File: config.mk
export PLATFORM = sky130hd
export DESIGN_NAME = http_response_stream_parser
export DESIGN_NICKNAME = d
export VERILOG_FILES = /design/src/rtl/core/hrsp_pkg.sv /design/src/rtl/core/hrsp_front.sv /design/src/rtl/core/hrsp_queue.sv /design/src/rtl/core/hrsp_back.sv /design/src/rtl/core/http_response_stream_parser.sv
export SDC_FILE = /design/constraint.sdc
export NUM_CORES = 1
export LEC_CHECK = 0
export BUFFER_PORTS_ARGS = -buffer_cell sky130_fd_sc_hd__buf_2
export CORE_MARGIN = 2
export CORE_UTILIZATION = 35
export CTS_CLUSTER_DIAMETER = 40
export CTS_CLUSTER_SIZE = 28
export DETAILED_ROUTE_END_ITERATION = 8
export HOLD_SLACK_MARGIN = 0.05
export PLACE_DENSITY = 0.58
export SYNTH_ARGS = -nofsm -noshare
export SYNTH_HDL_FRONTEND = slang
export SYNTH_SLANG_ARGS = --single-unit
File: constraint.sdc
create_clock -name clk -period 10.9 [get_ports clk]
set_input_delay 1.635 -clock clk [delete_from_list [all_inputs] [get_ports clk]]
set_output_delay 1.635 -clock clk [all_outputs]
set_load 0.005 [all_outputs]
File: src/rtl/core/hrsp_pkg.sv
// ----------------------------------------------------------------------------
// hrsp_pkg
// Shared types, codes and match tables for the HTTP response stream parser.
// ----------------------------------------------------------------------------
package hrsp_pkg;

	// item kinds carried on the input tuser
	localparam logic [1:0] OP_BEGIN = 2'd0;
	localparam logic [1:0] OP_BYTE  = 2'd1;
	localparam logic [1:0] OP_TICK  = 2'd2;

	// error codes
	localparam logic [1:0] ERR_NONE    = 2'd0;
	localparam logic [1:0] ERR_INVALID = 2'd1;
	localparam logic [1:0] ERR_TIMEOUT = 2'd2;

	localparam logic [7:0] CHAR_LF   = 8'h0A;
	localparam logic [7:0] CHAR_CR   = 8'h0D;
	localparam logic [7:0] CHAR_WILD = "*";

	localparam int STATUS_LEN = 9;
	localparam int CL_LEN     = 16;
	localparam int TE_LEN     = 26;

	localparam logic [8*STATUS_LEN-1:0] STATUS_TEXT = "HTTP/*.* ";
	localparam logic [8*CL_LEN-1:0]     CL_TEXT     = "Content-Length: ";
	localparam logic [8*TE_LEN-1:0]     TE_TEXT     = "Transfer-Encoding: chunked";

	localparam logic [9:0]  STATUS_MAX      = 10'd999;
	localparam logic [9:0]  STATUS_OK_MIN   = 10'd200;
	localparam logic [9:0]  STATUS_SWITCH   = 10'd101;
	localparam logic [15:0] TIMEOUT_RESET   = 16'd30000;
	localparam logic [15:0] IDLE_MAX        = 16'hFFFF;

	// short queue between front and back
	localparam int QUEUE_DEPTH = 4;
	localparam int QPTR_W      = 2;

	localparam int OUT_TDATA_W = 96;

	typedef enum logic [3:0] {
		PH_IDLE   = 4'd0,
		PH_STATUS = 4'd1,
		PH_CODE   = 4'd2,
		PH_REST   = 4'd3,
		PH_LINE   = 4'd4,
		PH_LEN    = 4'd5,
		PH_SKIP   = 4'd6,
		PH_CR     = 4'd7,
		PH_BODY   = 4'd8,
		PH_CHLEN  = 4'd9,
		PH_CHDATA = 4'd10,
		PH_ERROR  = 4'd11
	} phase_t;

	// classified input word
	typedef struct packed {
		logic [1:0] op;
		logic [7:0] data;
		logic       is_digit;
		logic [3:0] digit;
		logic       is_hex;
		logic [3:0] hex;
		logic       is_lf;
		logic       is_cr;
	} item_t;

	typedef struct packed {
		logic [7:0]  byte_out;
		logic        is_body;
		logic [3:0]  phase;
		logic [9:0]  status_value;
		logic [31:0] body_length;
		logic        has_length;
		logic        is_chunked;
		logic [31:0] consumed_count;
		logic        body_done;
		logic [1:0]  error_code;
	} result_t;

	function automatic logic [7:0] status_char(input logic [3:0] pos);
		logic [7:0] ch;
		ch = 8'd0;
		if (int'(pos) < STATUS_LEN) begin
			ch = STATUS_TEXT[8*(STATUS_LEN-1-int'(pos)) +: 8];
		end
		return ch;
	endfunction

	function automatic logic [7:0] cl_char(input logic [4:0] pos);
		logic [7:0] ch;
		ch = 8'd0;
		if (int'(pos) < CL_LEN) begin
			ch = CL_TEXT[8*(CL_LEN-1-int'(pos)) +: 8];
		end
		return ch;
	endfunction

	function automatic logic [7:0] te_char(input logic [4:0] pos);
		logic [7:0] ch;
		ch = 8'd0;
		if (int'(pos) < TE_LEN) begin
			ch = TE_TEXT[8*(TE_LEN-1-int'(pos)) +: 8];
		end
		return ch;
	endfunction

endpackage

File: src/rtl/core/hrsp_front.sv
// ----------------------------------------------------------------------------
// hrsp_front
// Input side: takes words while the queue has room and classifies each byte.
// ----------------------------------------------------------------------------
module hrsp_front (
	input  logic              s_axis_tvalid,
	output logic              s_axis_tready,
	input  logic [7:0]        s_axis_tdata,
	input  logic [1:0]        s_axis_tuser,
	input  logic              q_full,
	output logic              push,
	output hrsp_pkg::item_t   item
);

	logic [7:0] c;

	assign c             = s_axis_tdata;
	assign s_axis_tready = !q_full;
	assign push          = s_axis_tvalid && !q_full;

	always_comb begin
		item          = '0;
		item.op       = s_axis_tuser;
		item.data     = c;
		item.is_lf    = (c == hrsp_pkg::CHAR_LF);
		item.is_cr    = (c == hrsp_pkg::CHAR_CR);
		item.is_digit = (c >= "0") && (c <= "9");
		item.digit    = 4'(c - 8'("0"));
		if (c >= "0" && c <= "9") begin
			item.is_hex = 1'b1;
			item.hex    = 4'(c - 8'("0"));
		end else if (c >= "a" && c <= "f") begin
			item.is_hex = 1'b1;
			item.hex    = 4'(c - 8'("a") + 8'd10);
		end else if (c >= "A" && c <= "F") begin
			item.is_hex = 1'b1;
			item.hex    = 4'(c - 8'("A") + 8'd10);
		end
	end

endmodule

File: src/rtl/core/hrsp_queue.sv
// ----------------------------------------------------------------------------
// hrsp_queue
// Small FIFO of classified words between the front and the parser.
// ----------------------------------------------------------------------------
module hrsp_queue (
	input  logic              clk,
	input  logic              arst_n,
	input  logic              push,
	input  hrsp_pkg::item_t   push_item,
	output logic              full,
	input  logic              pop,
	output logic              q_valid,
	output hrsp_pkg::item_t   head_item
);

	hrsp_pkg::item_t                 slot_q [hrsp_pkg::QUEUE_DEPTH];
	logic [hrsp_pkg::QPTR_W-1:0]     wr_ptr_q;
	logic [hrsp_pkg::QPTR_W-1:0]     rd_ptr_q;
	logic [hrsp_pkg::QPTR_W:0]       count_q;

	assign full      = (count_q == (hrsp_pkg::QPTR_W+1)'(hrsp_pkg::QUEUE_DEPTH));
	assign q_valid   = (count_q != '0);
	assign head_item = slot_q[rd_ptr_q];

	always_ff @(posedge clk) begin
		if (push) begin
			slot_q[wr_ptr_q] <= push_item;
		end
	end

	always_ff @(posedge clk or negedge arst_n) begin
		if (!arst_n) begin
			wr_ptr_q <= '0;
			rd_ptr_q <= '0;
			count_q  <= '0;
		end else begin
			if (push) begin
				wr_ptr_q <= wr_ptr_q + 1'b1;
			end
			if (pop) begin
				rd_ptr_q <= rd_ptr_q + 1'b1;
			end
			case ({push, pop})
				2'b10:   count_q <= count_q + 1'b1;
				2'b01:   count_q <= count_q - 1'b1;
				default: count_q <= count_q;
			endcase
		end
	end

endmodule

File: src/rtl/core/hrsp_back.sv
// ----------------------------------------------------------------------------
// hrsp_back
// Parser state machine: status line, headers, body and chunk counting,
// with a result register toward the output channel.
// ----------------------------------------------------------------------------
module hrsp_back #(
	parameter int COUNT_WIDTH = 32
) (
	input  logic                clk,
	input  logic                arst_n,
	input  logic                cfg_wr_en,
	input  logic [15:0]         cfg_wr_data,
	input  logic                q_valid,
	input  hrsp_pkg::item_t     it,
	output logic                pop,
	output logic                out_valid,
	input  logic                out_ready,
	output hrsp_pkg::result_t   out_res
);

	localparam logic [COUNT_WIDTH-1:0] CNT_MAX = '1;

	hrsp_pkg::phase_t         phase_q, phase_n;
	logic [9:0]               status_q, status_n;
	logic [3:0]               spos_q, spos_n;
	logic [4:0]               lpos_q, lpos_n;
	logic [4:0]               epos_q, epos_n;
	logic [COUNT_WIDTH-1:0]   len_q, len_n;
	logic                     len_seen_q, len_seen_n;
	logic                     chunked_q, chunked_n;
	logic [COUNT_WIDTH-1:0]   cons_q, cons_n;
	logic [COUNT_WIDTH-1:0]   rem_q, rem_n;
	logic [15:0]              idle_q, idle_n;
	logic [1:0]               err_q, err_n;
	logic [15:0]              timeout_q;

	logic                     out_valid_q;
	hrsp_pkg::result_t        res_q;
	hrsp_pkg::result_t        res_n;

	logic                     in_hdr;
	logic                     status_hit;
	logic [13:0]              status_sum;
	logic [COUNT_WIDTH+3:0]   len_sum;
	logic [COUNT_WIDTH-1:0]   len_sat;
	logic [COUNT_WIDTH-1:0]   rem_sat;
	logic [COUNT_WIDTH-1:0]   cons_inc;
	logic [15:0]              idle_inc;
	logic [15:0]              limit;
	logic                     body;
	logic [COUNT_WIDTH+31:0]  len_ext;
	logic [COUNT_WIDTH+31:0]  cons_ext;

	assign pop       = q_valid && (!out_valid_q || out_ready);
	assign out_valid = out_valid_q;
	assign out_res   = res_q;

	// shared arithmetic
	assign in_hdr     = (phase_q >= hrsp_pkg::PH_STATUS) && (phase_q <= hrsp_pkg::PH_CR);
	assign status_hit = (int'(spos_q) < hrsp_pkg::STATUS_LEN) &&
	                    ((hrsp_pkg::status_char(spos_q) == hrsp_pkg::CHAR_WILD) ||
	                     (hrsp_pkg::status_char(spos_q) == it.data));
	assign status_sum = {1'b0, status_q, 3'b000} + {3'b000, status_q, 1'b0} +
	                    {10'd0, it.digit};
	assign len_sum    = {1'b0, len_q, 3'b000} + {3'b000, len_q, 1'b0} +
	                    {COUNT_WIDTH'(0), it.digit};
	assign len_sat    = (len_sum[COUNT_WIDTH+3:COUNT_WIDTH] != '0) ? CNT_MAX
	                                                               : len_sum[COUNT_WIDTH-1:0];
	assign rem_sat    = (rem_q[COUNT_WIDTH-1:COUNT_WIDTH-4] != '0) ? CNT_MAX
	                                                               : {rem_q[COUNT_WIDTH-5:0], it.hex};
	assign cons_inc   = (len_seen_q && (len_q != '0) && (cons_q != CNT_MAX)) ? cons_q + 1'b1
	                                                                         : cons_q;
	assign idle_inc   = (idle_q == hrsp_pkg::IDLE_MAX) ? idle_q : idle_q + 1'b1;
	assign limit      = (timeout_q == '0) ? 16'd1 : timeout_q;

	// next state
	always_comb begin
		phase_n    = phase_q;
		status_n   = status_q;
		spos_n     = spos_q;
		lpos_n     = lpos_q;
		epos_n     = epos_q;
		len_n      = len_q;
		len_seen_n = len_seen_q;
		chunked_n  = chunked_q;
		cons_n     = cons_q;
		rem_n      = rem_q;
		idle_n     = idle_q;
		err_n      = err_q;
		case (it.op)
			hrsp_pkg::OP_BEGIN: begin
				phase_n    = hrsp_pkg::PH_STATUS;
				status_n   = '0;
				spos_n     = '0;
				lpos_n     = '0;
				epos_n     = '0;
				len_n      = '0;
				len_seen_n = 1'b0;
				chunked_n  = 1'b0;
				cons_n     = '0;
				rem_n      = '0;
				idle_n     = '0;
				err_n      = hrsp_pkg::ERR_NONE;
			end
			hrsp_pkg::OP_BYTE: begin
				if (in_hdr) begin
					idle_n = '0;
				end
				case (phase_q)
					hrsp_pkg::PH_STATUS: begin
						if (status_hit) begin
							spos_n = spos_q + 1'b1;
							if (int'(spos_q) == hrsp_pkg::STATUS_LEN - 1) begin
								phase_n = hrsp_pkg::PH_CODE;
							end
						end else begin
							phase_n = hrsp_pkg::PH_ERROR;
							err_n   = hrsp_pkg::ERR_INVALID;
						end
					end
					hrsp_pkg::PH_CODE, hrsp_pkg::PH_REST: begin
						if (phase_q == hrsp_pkg::PH_CODE && it.is_digit) begin
							status_n = (status_sum > 14'(hrsp_pkg::STATUS_MAX))
							           ? hrsp_pkg::STATUS_MAX : status_sum[9:0];
						end else begin
							phase_n = hrsp_pkg::PH_REST;
							if (it.is_lf) begin
								// interim responses restart at the status line
								if (status_q < hrsp_pkg::STATUS_OK_MIN &&
								    status_q != hrsp_pkg::STATUS_SWITCH) begin
									phase_n  = hrsp_pkg::PH_STATUS;
									status_n = '0;
									spos_n   = '0;
								end else begin
									phase_n = hrsp_pkg::PH_LINE;
									lpos_n  = '0;
									epos_n  = '0;
								end
							end
						end
					end
					hrsp_pkg::PH_LINE: begin
						if (int'(lpos_q) < hrsp_pkg::CL_LEN &&
						    hrsp_pkg::cl_char(lpos_q) == it.data) begin
							lpos_n = lpos_q + 1'b1;
							if (int'(lpos_q) == hrsp_pkg::CL_LEN - 1) begin
								phase_n    = hrsp_pkg::PH_LEN;
								len_n      = '0;
								cons_n     = '0;
								len_seen_n = 1'b1;
							end
						end else if (int'(epos_q) < hrsp_pkg::TE_LEN &&
						             hrsp_pkg::te_char(epos_q) == it.data) begin
							epos_n = epos_q + 1'b1;
							if (int'(epos_q) == hrsp_pkg::TE_LEN - 1) begin
								chunked_n = 1'b1;
								phase_n   = hrsp_pkg::PH_SKIP;
							end
						end else if (lpos_q == '0 && epos_q == '0 && it.is_cr) begin
							phase_n = hrsp_pkg::PH_CR;
						end else begin
							phase_n = hrsp_pkg::PH_SKIP;
						end
					end
					hrsp_pkg::PH_LEN: begin
						if (it.is_digit) begin
							len_n = len_sat;
						end else begin
							phase_n = hrsp_pkg::PH_SKIP;
						end
					end
					hrsp_pkg::PH_CR: begin
						if (it.is_lf) begin
							if (chunked_q) begin
								phase_n = hrsp_pkg::PH_CHLEN;
								rem_n   = '0;
							end else begin
								phase_n = hrsp_pkg::PH_BODY;
							end
						end
					end
					hrsp_pkg::PH_BODY: begin
						cons_n = cons_inc;
					end
					hrsp_pkg::PH_CHLEN: begin
						if (it.is_lf) begin
							phase_n = (rem_q == '0) ? hrsp_pkg::PH_CHLEN : hrsp_pkg::PH_CHDATA;
						end else if (it.is_hex) begin
							rem_n = rem_sat;
						end
					end
					hrsp_pkg::PH_CHDATA: begin
						cons_n = cons_inc;
						if (rem_q != '0) begin
							rem_n = rem_q - 1'b1;
						end
						if (rem_q <= COUNT_WIDTH'(1)) begin
							phase_n = hrsp_pkg::PH_CHLEN;
						end
					end
					default: begin
					end
				endcase
				// any LF inside the headers starts a new header line
				if (it.is_lf && phase_n >= hrsp_pkg::PH_LINE && phase_n <= hrsp_pkg::PH_CR) begin
					phase_n = hrsp_pkg::PH_LINE;
					lpos_n  = '0;
					epos_n  = '0;
				end
			end
			hrsp_pkg::OP_TICK: begin
				if (in_hdr) begin
					idle_n = idle_inc;
					if (idle_inc >= limit) begin
						phase_n = hrsp_pkg::PH_ERROR;
						err_n   = hrsp_pkg::ERR_TIMEOUT;
					end
				end
			end
			default: begin
			end
		endcase
	end

	// result word
	assign body     = (it.op == hrsp_pkg::OP_BYTE) &&
	                  (phase_q == hrsp_pkg::PH_BODY || phase_q == hrsp_pkg::PH_CHDATA);
	assign len_ext  = {32'd0, len_n};
	assign cons_ext = {32'd0, cons_n};

	always_comb begin
		res_n                = '0;
		res_n.byte_out       = (it.op == hrsp_pkg::OP_BYTE) ? it.data : 8'd0;
		res_n.is_body        = body;
		res_n.phase          = phase_n;
		res_n.status_value   = status_n;
		res_n.body_length    = len_ext[31:0];
		res_n.has_length     = len_seen_n;
		res_n.is_chunked     = chunked_n;
		res_n.consumed_count = cons_ext[31:0];
		res_n.body_done      = (phase_n >= hrsp_pkg::PH_BODY) &&
		                       (phase_n <= hrsp_pkg::PH_CHDATA) &&
		                       len_seen_n && (cons_n >= len_n);
		res_n.error_code     = err_n;
	end

	always_ff @(posedge clk) begin
		if (pop) begin
			res_q <= res_n;
		end
	end

	always_ff @(posedge clk or negedge arst_n) begin
		if (!arst_n) begin
			phase_q     <= hrsp_pkg::PH_IDLE;
			status_q    <= '0;
			spos_q      <= '0;
			lpos_q      <= '0;
			epos_q      <= '0;
			len_q       <= '0;
			len_seen_q  <= 1'b0;
			chunked_q   <= 1'b0;
			cons_q      <= '0;
			rem_q       <= '0;
			idle_q      <= '0;
			err_q       <= hrsp_pkg::ERR_NONE;
			timeout_q   <= hrsp_pkg::TIMEOUT_RESET;
			out_valid_q <= 1'b0;
		end else begin
			if (cfg_wr_en) begin
				timeout_q <= cfg_wr_data;
			end
			if (pop) begin
				phase_q    <= phase_n;
				status_q   <= status_n;
				spos_q     <= spos_n;
				lpos_q     <= lpos_n;
				epos_q     <= epos_n;
				len_q      <= len_n;
				len_seen_q <= len_seen_n;
				chunked_q  <= chunked_n;
				cons_q     <= cons_n;
				rem_q      <= rem_n;
				idle_q     <= idle_n;
				err_q      <= err_n;
			end
			if (pop) begin
				out_valid_q <= 1'b1;
			end else if (out_ready) begin
				out_valid_q <= 1'b0;
			end
		end
	end

endmodule

File: src/rtl/core/http_response_stream_parser.sv
// ----------------------------------------------------------------------------
// http_response_stream_parser
// Streaming HTTP/1.1 response parser: status line, headers, plain and
// chunked body, with idle timeout.
// ----------------------------------------------------------------------------
// Usage:
//   Input words carry a kind in s_axis_tuser (begin response, received byte,
//   timer tick) and the byte in s_axis_tdata. Send a begin word before each
//   response, then bytes as they arrive and ticks from a slow timer.
//   Every input word yields exactly one output word on m_axis, in order,
//   carrying the byte, the current parse phase, status code, content length,
//   chunked flag, consumed body count, done flag and error code.
//   A word accepted on s_axis is written into the 4-entry queue, then parsed
//   into the result register when that register is free, which drives m_axis.
//   Throughput: one word per cycle while m_axis is not stalled; the parser
//   handles each word with combinational compares and accumulates.
//   A stalled m_axis_tready holds the result register; the queue absorbs
//   up to four more words, after which s_axis_tready drops.
//   cfg_wr_en/cfg_wr_data write the timeout in ticks (0 acts as 1); write
//   it only while the block is idle.
//   Reset clears the parser to the idle phase, empties the queue and loads
//   the timeout with 30000.
// ----------------------------------------------------------------------------
module http_response_stream_parser #(
	parameter int COUNT_WIDTH = 32
) (
	input  logic        clk,
	input  logic        arst_n,
	input  logic        cfg_wr_en,
	input  logic [15:0] cfg_wr_data,   // response_timeout_ticks
	input  logic        s_axis_tvalid,
	output logic        s_axis_tready,
	input  logic [7:0]  s_axis_tdata,  // [7:0] rx_byte
	input  logic [1:0]  s_axis_tuser,  // [1:0] opcode
	output logic        m_axis_tvalid,
	input  logic        m_axis_tready,
	output logic [hrsp_pkg::OUT_TDATA_W-1:0] m_axis_tdata,
	                                   // [7:0] byte_out, [11:8] phase,
	                                   // [21:12] status_value, [53:22] body_length,
	                                   // [54] has_length, [55] is_chunked,
	                                   // [87:56] consumed_count, [88] body_done,
	                                   // [90:89] error_code, [95:91] zero
	output logic        m_axis_tuser   // [0] is_body
);

	logic               push;
	logic               q_full;
	logic               q_valid;
	logic               pop;
	hrsp_pkg::item_t    front_item;
	hrsp_pkg::item_t    head_item;
	hrsp_pkg::result_t  res;

	// front: accept and classify
	hrsp_front u_front (
		.s_axis_tvalid (s_axis_tvalid),
		.s_axis_tready (s_axis_tready),
		.s_axis_tdata  (s_axis_tdata),
		.s_axis_tuser  (s_axis_tuser),
		.q_full        (q_full),
		.push          (push),
		.item          (front_item)
	);

	// decouples input acceptance from output stalls
	hrsp_queue u_queue (
		.clk       (clk),
		.arst_n    (arst_n),
		.push      (push),
		.push_item (front_item),
		.full      (q_full),
		.pop       (pop),
		.q_valid   (q_valid),
		.head_item (head_item)
	);

	// back: parser and result register
	hrsp_back #(
		.COUNT_WIDTH (COUNT_WIDTH)
	) u_back (
		.clk         (clk),
		.arst_n      (arst_n),
		.cfg_wr_en   (cfg_wr_en),
		.cfg_wr_data (cfg_wr_data),
		.q_valid     (q_valid),
		.it          (head_item),
		.pop         (pop),
		.out_valid   (m_axis_tvalid),
		.out_ready   (m_axis_tready),
		.out_res     (res)
	);

	// pack result fields, lowest field first
	assign m_axis_tuser = res.is_body;
	assign m_axis_tdata = {5'd0, res.error_code, res.body_done, res.consumed_count,
	                       res.is_chunked, res.has_length, res.body_length,
	                       res.status_value, res.phase, res.byte_out};

endmodule

Yosys cells after proc, flatten, opt, wreduce, memory -nomap -nowiden
Memory sizes are Yosys's and may differ from the RTL's.
Cells that the tools add are included.
{"block": "word_totals", "in_bits": 31, "memories": 1, "register_bits": 260, "mem_bits_rw": 88, "elab_cells": 266, "romBits": 0, "latch_bits": 0, "output_inout_bits": 99}
{"name": "u_queue.slot_q", "depth": 4, "word_bits": 22, "rd": 1, "rd_ports_with_merged_regs": 0, "write_ports": 1, "line": "hrsp_queue.sv:16", "source": "hrsp_pkg::item_t slot_q [hrsp_pkg::QUEUE_DEPTH];"}
{"block": "classes", "n_div": 0, "n_eq_ne": 46, "add_sub_neg": 22, "reduce_logical": 47, "n_shift": 3, "order_cmp": 20, "mul": 0, "mux": 100, "bitwise_logic": 0}
{"operator": "2-to-1 mux 32 bit", "n": 13}
{"operator": "case mux 32 bit (2 select lines)", "n": 5}
{"operator": "variable part select 208 x 32 -> 8 bit, first input constant", "n": 1}
{"operator": "variable part select 128 x 32 -> 8 bit, first input constant", "n": 1}
{"operator": "case mux 32 bit (3 select lines)", "n": 1}
{"operator": "2-to-1 mux 4 bit", "n": 20}
{"operator": "variable part select 72 x 32 -> 8 bit, first input constant", "n": 1}
{"operator": "2-to-1 mux 16 bit", "n": 4}
{"operator": "2-to-1 mux 8 bit", "n": 8}
{"operator": "nonzero test 32 bit", "n": 2}
{"operator": "2-to-1 mux 5 bit", "n": 11}
{"operator": "2-to-1 mux 10 bit", "n": 5}
{"operator": "case mux 16 bit (3 select lines)", "n": 1}
{"operator": "case mux 5 bit (2 select lines)", "n": 4}
{"operator": "adder 35 x 33 -> 36 bit", "n": 1}
{"operator": "adder 36 x 4 -> 36 bit", "n": 1}
{"operator": "adder 32 x 1 -> 32 bit, second input constant", "n": 1}
{"operator": "greater-or-equal comparator 32 bit", "n": 1}
{"operator": "less-or-equal comparator 32 x 1 -> 1 bit, second input constant", "n": 1}
{"operator": "logical NOT 32 bit", "n": 1}
{"operator": "inequality test 32 bit, second input constant", "n": 1}
{"operator": "subtractor 32 x 1 -> 32 bit, second input constant", "n": 1}
{"operator": "case mux 4 bit (7 select lines)", "n": 1}
{"operator": "equality test 8 bit", "n": 3}
{"operator": "other kinds (68)", "n": 149}

Logic depth before layout (Yosys ltp)
Gate-level depths: netlist of the first run.
{"block": "logic_depth", "depth_word": 25, "mapped_depth": 29, "mapped_depth_nobuf": 25}

By module
From an unflattened synthesis of the first run, not the netlist that was laid out.
{"block": "unflattened", "hier_cells": 2496, "hier_area_um2": 23201.0}
{"module": "hrsp_back", "seq_area_each_um2": 6800.3, "cells_per_inst": 2293, "instances": 1, "area_each_um2": 19193.4}
{"module": "hrsp_queue", "seq_area_each_um2": 2817.7, "cells_per_inst": 148, "instances": 1, "area_each_um2": 3602.2}
{"module": "hrsp_front", "seq_area_each_um2": 0.0, "cells_per_inst": 49, "instances": 1, "area_each_um2": 364.1}
{"module": "http_response_stream_parser", "seq_area_each_um2": 0.0, "cells_per_inst": 6, "instances": 1, "area_each_um2": 41.3}

Worst setup path after synthesis of the first run
No wires, ideal clock.
{"block": "synth_timing", "kind": "input to register", "from": "in m_axis_tready", "to": "reg u_queue.count_q[2] (netlist bit)", "arrival_ns": 6.323, "path_slack_ns": 4.497, "path_buffers": 2, "cell_stages": 11, "setup_ns": 0.079, "required_time_ns": 10.821, "cell_sequence": "inv_1 a21o_1 inv_1 clkbuf_1 clkbuf_1 ha_1 inv_1 fa_1 xor2_1 nor2_1 xor2_1"}
{"block": "synth_between", "elab_chain_len": 4, "elab_cells_between_ends": 6, "cone_classes": "2 x eq/ne; 1 x mux; 3 x reduce/logical"}
{"element": "start: declaration", "line": "http_response_stream_parser.sv:36", "source": "input logic m_axis_tready,"}
{"element": "logical OR 1 bit *", "line": "hrsp_back.sv:54", "source": "assign pop = q_valid && (!out_valid_q || out_ready);"}
{"element": "logical AND 1 bit *", "line": "hrsp_back.sv:54"}
{"element": "net pop", "line": "http_response_stream_parser.sv:49", "source": "logic pop;"}
{"element": "equality test 2 x 1 -> 1 bit or equality test 2 bit (tied branches)", "line": "hrsp_queue.sv:43", "source": "case ({push, pop})"}
{"element": "case mux 3 bit (2 select lines) or nonzero test 2 bit (tied branches)"}
{"element": "end signal: assignment", "line": "hrsp_queue.sv:44", "source": "2'b10: count_q <= count_q + 1'b1;"}
{"element": "end signal: assignment", "line": "hrsp_queue.sv:45", "source": "2'b01: count_q <= count_q - 1'b1;"}
{"element": "end signal: assignment", "line": "hrsp_queue.sv:46", "source": "default: count_q <= count_q;"}
{"element": "end: declaration", "line": "hrsp_queue.sv:19", "source": "logic [hrsp_pkg::QPTR_W:0] count_q;"}
The timed path passes the listed nets; every way through them passes the cells marked *.
A chain may end at the register's enable or synchronous reset.

==> run_results.csv, run 1 <==
group,metric,value,unit
cts,cts_buffers,59,
routing,wire_per_inst,21.4,um
cts,htree_levels,2,
floorplan,initial_utilization,35.4,%
critical_path,cp.arrival,8710,ps
cts,cts_tree,"yes",
synth,netlist_instances,2454,
routing,drt_iter0_drc,1932,
synth,netlist_area,0.0228,mm^2
cts,cts_root_buf,"clkbuf_16",
timing,clock_skew,36.8,ps
routing,wl,73.2,mm
cts,post_cts_buffers,0,
timing,worst_slack,2630,ps
synth,avgSynthCellArea,9.31,um^2
timing,fin_crit,8270,ps
floorplan,dieArea,0.0673,mm^2
global_routing,grt_pass1_vias,19600,
critical_path,critPathSlowestCell,"dfrtp_1",
critical_path,path_cells,"mux4_1 -> fa_1 -> ha_1 -> a21oi_1 -> o21ai_0 -> a41oi_1 -> o221ai_1 -> a211o_1 -> and3b_1 -> nor3_2 -> nand2_1 -> o21a_1 -> o22ai_1 -> ha_1 -> a21o_1 -> a21oi_1 -> a211oi_1 -> nand3_1 -> o31ai_1 -> a211oi_1 -> a311oi_1 -> o211ai_1 -> a31oi_1",
critical_path,crit_path_end_kind,"flop",
routing,drt_drc_violations_left,0,
finish,final_layout_size_suffix_gt1_share,13.6,%
timing,worst_pin_slew,1160,ps
routing,antenna_left,0,
routing,num_vias,20400,
finish,layout-area-overhead-vs-synth,14.9,%
timing,fmax,121,MHz
placed_design,dp_hpwl,51.6,mm
synth,synth_seq_cells,332,
critical_path,critPathRequiredTime,11340,ps
finish,nNetsFinal,2709,
power_and_ir_drop,powerDensity,220,mW/mm^2
synth,synth_area_leader_cell,"edfxtp_1",
routing,dr.pass1.iters,6,
global_routing,grt_pass1_wl,113,mm
min_path,min_path_type,"flop to flop",
synth,ys_async_sr_fraction,50.6,%
power_and_ir_drop,total_power,0.00576,W
global_routing,grt_antenna_before_repair,4,
critical_path,crit_fanout,21,
global_routing,grt.total_usage,21.3,%
synth,yosys-top-cells-count,"o21ai_0, nand2_1, a21oi_1, nor2_1, edfxtp_1",
cts,cts_hold_buf,0,
timing,setup-tns-final,0,ps
cts,cts_sinks,332,
critical_path,critPathMaxStageDelay,1000,ps
placed_design,place_ws,2810,ps
floorplan,core,0.0645,mm^2
synth,yosys_most_used_dff,"edfxtp_1",
synth,yosysUniqueCellTypes,97,
floorplan,die_width,259,um
cts,clk_pin_slew,60,ps
critical_path,crit_type,"flop to flop",
timing,post-route-period-util,75.8,%
timing,max_slew_margin,22.8,%
floorplan,fp-row-count,93,
power_and_ir_drop,ir_worst_vdd,0.133,mV
flow_run,max_cap_violations,0,
timing,setup_viol,0,
synth,synth_top_cells_by_area,"edfxtp_1, dfrtp_1, ha_1",
critical_path,crit_family,"compound AO/OA/AOI/OAI gates",
timing,finalHoldViolations,0,
synth,yosysMostFrequentCell,"o21ai_0",
placed_design,routabilityCongestion,0.908,
critical_path,crit_buf_inv,0,
synth,synth_enable_flop_cells,164,
outcome,status,"completed",
timing,maxSlewViolCount,0,
cts,clock_path_buffers,3,
synth,ys_warn_count,0,
finish,seqCellArea,0.00914,mm^2
cts,cts-resized-gates,0,
global_routing,grt_start_max_net_pins,70,
synth,synth-seq-area-share,40.0,%
global_routing,grt_overflow,0,
finish,fillCellCount,6274,
routing,drt-vias-per-instance,5.97,
floorplan,die_h,259,um
synth,synth_top_area_share,21.6,%
cts,clock_latency,630,ps
placed_design,io_buffers,124,
critical_path,startpoint_type,"flop",
timing,grt_setup_unrepaired,"no",
finish,multi_input_area,0.0128,mm^2
power_and_ir_drop,power.leakage,11.1,nW
floorplan,io_pins,130,
==> kinds of logic after synthesis <==
logic type | synth area share, %
adder cells (fa/ha/maj) | 9.06
buffers and inverters | 4.14
flip-flops | 40.0
AND/OR/NAND/NOR | 16.4
AO/OA/AOI/OAI | 25.2
other | 0.0164
XOR/XNOR | 2.66
multiplexers | 2.53
==> state kept, by name, summed over array words and instances (netlist names), 4 cells and up <==
signal and cells:
u_back.len_q 32, u_back.rem_q 32, u_back.lpos_q 5, u_back.out_res 92, u_back.idle_q 16, u_queue.slot_q 72
u_back.spos_q 4, u_back.timeout_q 16, u_back.epos_q 5, u_back.status_q 10, u_back.cons_q 32, u_back.phase_q 4
==> where the power goes <==
part	leakage, nW	switching (W)	total (W)	internal, W
clock	1.02	0.000776	0.00192	0.00114
sequential	3.90	0.000161	0.00173	0.00157
combinational	6.16	0.00148	0.00211	0.000633
total	11.1	0.00241	0.00576	0.00335
==> metrics by stage <==
stage | utilization [%] | std cells | cell area, um^2 | hold slack (ps)
floorplan | - | 2458 | 22900 | 462
global placement | 37.4 | 3312 | 24100 | 475
detailed placement | 37.4 | 3312 | 24100 | 493
CTS | 40.7 | 3423 | 26200 | 504
global route | 40.7 | 3423 | 26200 | 521
finish | 40.7 | 3424 | 26200 | 509
==> cell type report <==
type	instances	area share [%]
antenna	1	0.00954
clock buffer	59	5.63
clock inverter	52	2.39
inverter	71	1.03
multi-input combinational	1902	48.8
sequential	332	34.8
tap	855	4.08
timing repair buffer	152	3.19
==> cells in the final DEF (no fill, tap or decap), types with 25 or more instances in the layout <==
cell type / count
o21ai_0: 276
nand2_1: 209
a21oi_1: 173
nor2_1: 166
edfxtp_1: 164
dfrtp_1: 161
ha_1: 155
buf_2: 123
a22o_1: 89
nand3_1: 72
inv_1: 68
a21o_1: 65
nor3_1: 62
clkbuf_16: 59
xnor2_1: 39
o31ai_1: 36
nor4_1: 36
o21a_1: 28
and3_1: 28
buf_4: 28
xor2_1: 26
nand4_1: 26
a31oi_1: 25
==> path summary, 6_finish.rpt <==
check | start | to | slack (ps) | depth (start not counted)
max in group asynchronous | arst_n | u_back.timeout_q[9] | 7780 | 3
min in group asynchronous | arst_n | u_back.cons_q[27] | 960 | 1
setup reg to reg | u_queue.rd_ptr_q[1] | u_back.out_res[2] | 2630 | 23
setup / recovery | u_queue.rd_ptr_q[1] | u_back.out_res[2] | 2630 | 23
hold / removal | u_queue.count_q[0] | u_queue.count_q[0] | 510 | 1
hold reg to reg | u_queue.count_q[0] | u_queue.count_q[0] | 510 | 1
==> worst register-to-register path, cell delays in order, from the launching register on <==
cell and delay [ps]:
dfrtp_1 1000, mux4_1 720, fa_1 710, ha_1 260, a21oi_1 180, o21ai_0 270
a41oi_1 390, o221ai_1 320, a211o_1 390, and3b_1 230, nor3_2 810, nand2_1 330
o21a_1 290, o22ai_1 170, ha_1 170, a21o_1 110, a21oi_1 90, a211oi_1 360
nand3_1 180, o31ai_1 320, a211oi_1 200, a311oi_1 310, o211ai_1 130, a31oi_1 160
==> per-layer routing <==
metal	share of wire [%]	GRT usage, %	wire [um]	vias up
li1	-	-	-	9481
met5	0.018	0	13	-
met1	44	29.6	32500	9981
met2	46	34.0	33300	826
met4	2.9	7.49	2150	2
met3	7.0	2.70	5150	143
No activity file was read; power rests on OpenSTA's default activity.
==> inputs of run 2 (changes only) <==
Clock period 10.9 ns to 8.4 ns, I/O delays scaled along.
==> run 2 against run 1 <==
Clock power increased by 37%. Global-route usage increased by 0.071 points. Cell count increased by 0.15%. Die area unchanged. Count of clock-buffer cells in the layout increased by 3. Wire length decreased by 0.61%. Critical path depth increased by 3. Worst setup slack got worse by 2100 ps. Clock skew increased by 7.2 ps. Largest power group unchanged.
==> run_results.csv, run 2 (synthesis gave the netlist of run 1 again) <==
group,metric,value,unit
timing,grt_setup_unrepaired,"no",
finish,design_area,0.0264,mm^2
placed_design,routabilityCongestion,0.905,
global_routing,grt_pass1_vias,19300,
global_routing,grt_overflow,0,
critical_path,reg2reg_to,"u_back.out_res[2]",
min_path,min_path_type,"flop to flop",
timing,whs,489,ps
finish,final_layout_size_suffix_gt1_share,13.7,%
floorplan,dieArea,0.0673,mm^2
routing,drt-vias-per-instance,5.91,
critical_path,crit_family,"compound AO/OA/AOI/OAI gates",
global_routing,grt.total_usage,21.3,%
floorplan,initial_utilization,35.4,%
power_and_ir_drop,power.leakage,11.1,nW
critical_path,critPathSlowestCell,"mux4_1",
critical_path,critPathRequiredTime,8790,ps
finish,fillCellCount,6247,
critical_path,crit_buf_inv,1,
finish,layout_common_cells,"o21ai_0, nand2_1, a21oi_1",
critical_path,critPathMaxStageDelay,890,ps
placed_design,dpl_cell_area,0.0241,mm^2
critical_path,crit_top_cell,"a21oi_1",
critical_path,r2r_slack,580,ps
critical_path,crit_fanout,21,
finish,final-instance-count-excl-fill,3429,
routing,drt_iter0_drc,1839,
cts,clock_path_buffers,3,
routing,num_vias,20300,
critical_path,worst-path-stages,26,
timing,fin_crit,7820,ps
critical_path,crit_end,"u_back.out_res[2]",
routing,wire_per_inst,21.2,um
critical_path,crit_type,"flop to flop",
outcome,status,"completed",
cts,clock_latency,640,ps
routing,dr.pass1.iters,6,
critical_path,rr_worst_depth,26,
routing,wl,72.7,mm
timing,max_slew_margin,19.8,%
timing,setup_viol,0,
finish,final_common_cell,"o21ai_0",
global_routing,grt_antenna_before_repair,2,
timing,post-route-period-util,93.1,%
finish,largest_reg_flops,92,
cts,htree_levels,2,
cts,cts_tree,"yes",
cts,cts_buffers,60,
placed_design,dp_hpwl,52.0,mm
timing,clock_skew,44.0,ps
finish,nNetsFinal,2711,
critical_path,cp.arrival,8210,ps
power_and_ir_drop,ir_worst_vdd,0.176,mV
critical_path,startpoint_type,"flop",
placed_design,dp_cells,3313,
timing,maxSlewViolCount,0,
cts,cts-resized-gates,0,
timing,finalHoldViolations,0,
floorplan,die_h,259,um
cts,cts_sinks,332,
power_and_ir_drop,powerDensity,288,mW/mm^2
critical_path,worstSetupStartpoint,"u_queue.rd_ptr_q[0]",
global_routing,grt_start_max_net_pins,72,
floorplan,io_pins,130,
cts,cts_hold_buf,0,
cts,cts_root_buf,"clkbuf_16",
floorplan,fp-row-count,93,
flow_run,max_cap_violations,0,
placed_design,io_buffers,124,
critical_path,r2r-start,"u_queue.rd_ptr_q[0]",
timing,worst_pin_slew,1200,ps
routing,drt_drc_violations_left,0,
floorplan,die_width,259,um
timing,fmax,128,MHz
critical_path,crit_path_end_kind,"flop",
cts,post_cts_buffers,0,
floorplan,core,0.0645,mm^2
routing,antenna_left,0,
finish,layout-area-overhead-vs-synth,15.5,%
timing,setup-tns-final,0,ps
cts,clk_pin_slew,60,ps
global_routing,grt_pass1_wl,113,mm
run 2: per-layer routing:
metal / GRT usage, % / vias to the layer above / part of all wire (%)
met4: 6.47 / 0 / 2.7
met3: 3.89 / 131 / 7.4
met1: 29.7 / 9858 / 44
li1: - / 9500 / -
met5: 0 / - / 0
met2: 33.7 / 790 / 45
run 2: worst reg2reg max path, delay by kind of cell (launching register included):
kind	cells	cell delay (ps)
muxes	1	900
buffers and inverters	1	390
AOI/OAI and AO/OA	16	2990
adders and majority gates	4	1340
DFF	1	370
and+or+nand+nor	4	1590
run 2: metrics by stage:
stage | setup slack, ps | total power [W] | util (%)
floorplan | 2370 | 0.00404 | -
global placement | 798 | 0.00491 | 37.4
detailed placement | 566 | 0.00495 | 37.4
CTS | 560 | 0.00763 | 40.9
global route | 44.8 | 0.00802 | 40.9
finish | 580 | 0.00760 | 40.9
run 2: worst min-delay path by stage:
stage | startpoint | end | cells after the start
2_1_floorplan | u_back.rem_q[31] | u_back.rem_q[31] | 2
3_5_place_dp | u_queue.count_q[2] | u_queue.count_q[2] | 1
6_report | u_queue.count_q[2] | u_queue.count_q[2] | 1
4_1_cts | u_queue.count_q[2] | u_queue.count_q[2] | 1
5_1_grt | u_queue.count_q[0] | u_queue.count_q[0] | 1
3_3_place_gp | u_back.out_valid | u_back.out_valid | 2
run 2: power by group:
group          switching (W)  internal [W]  total, W
Clock                0.00104       0.00160   0.00264
Sequential          0.000184       0.00204   0.00222
Combinational        0.00191      0.000831   0.00274
Total                0.00314       0.00446   0.00760
run 2: final cells by class:
type,instances,area (um^2),share of cell area (%)
Multi-Input combinational cell,1902,12800,48.6
Inverter,71,269,1.02
Sequential cell,332,9140,34.6
Tap cell,855,1070,4.06
Antenna cell,2,5.00,0.0190
Clock inverter,52,709,2.69
Timing Repair Buffer,153,845,3.20
Clock buffer,62,1530,5.80
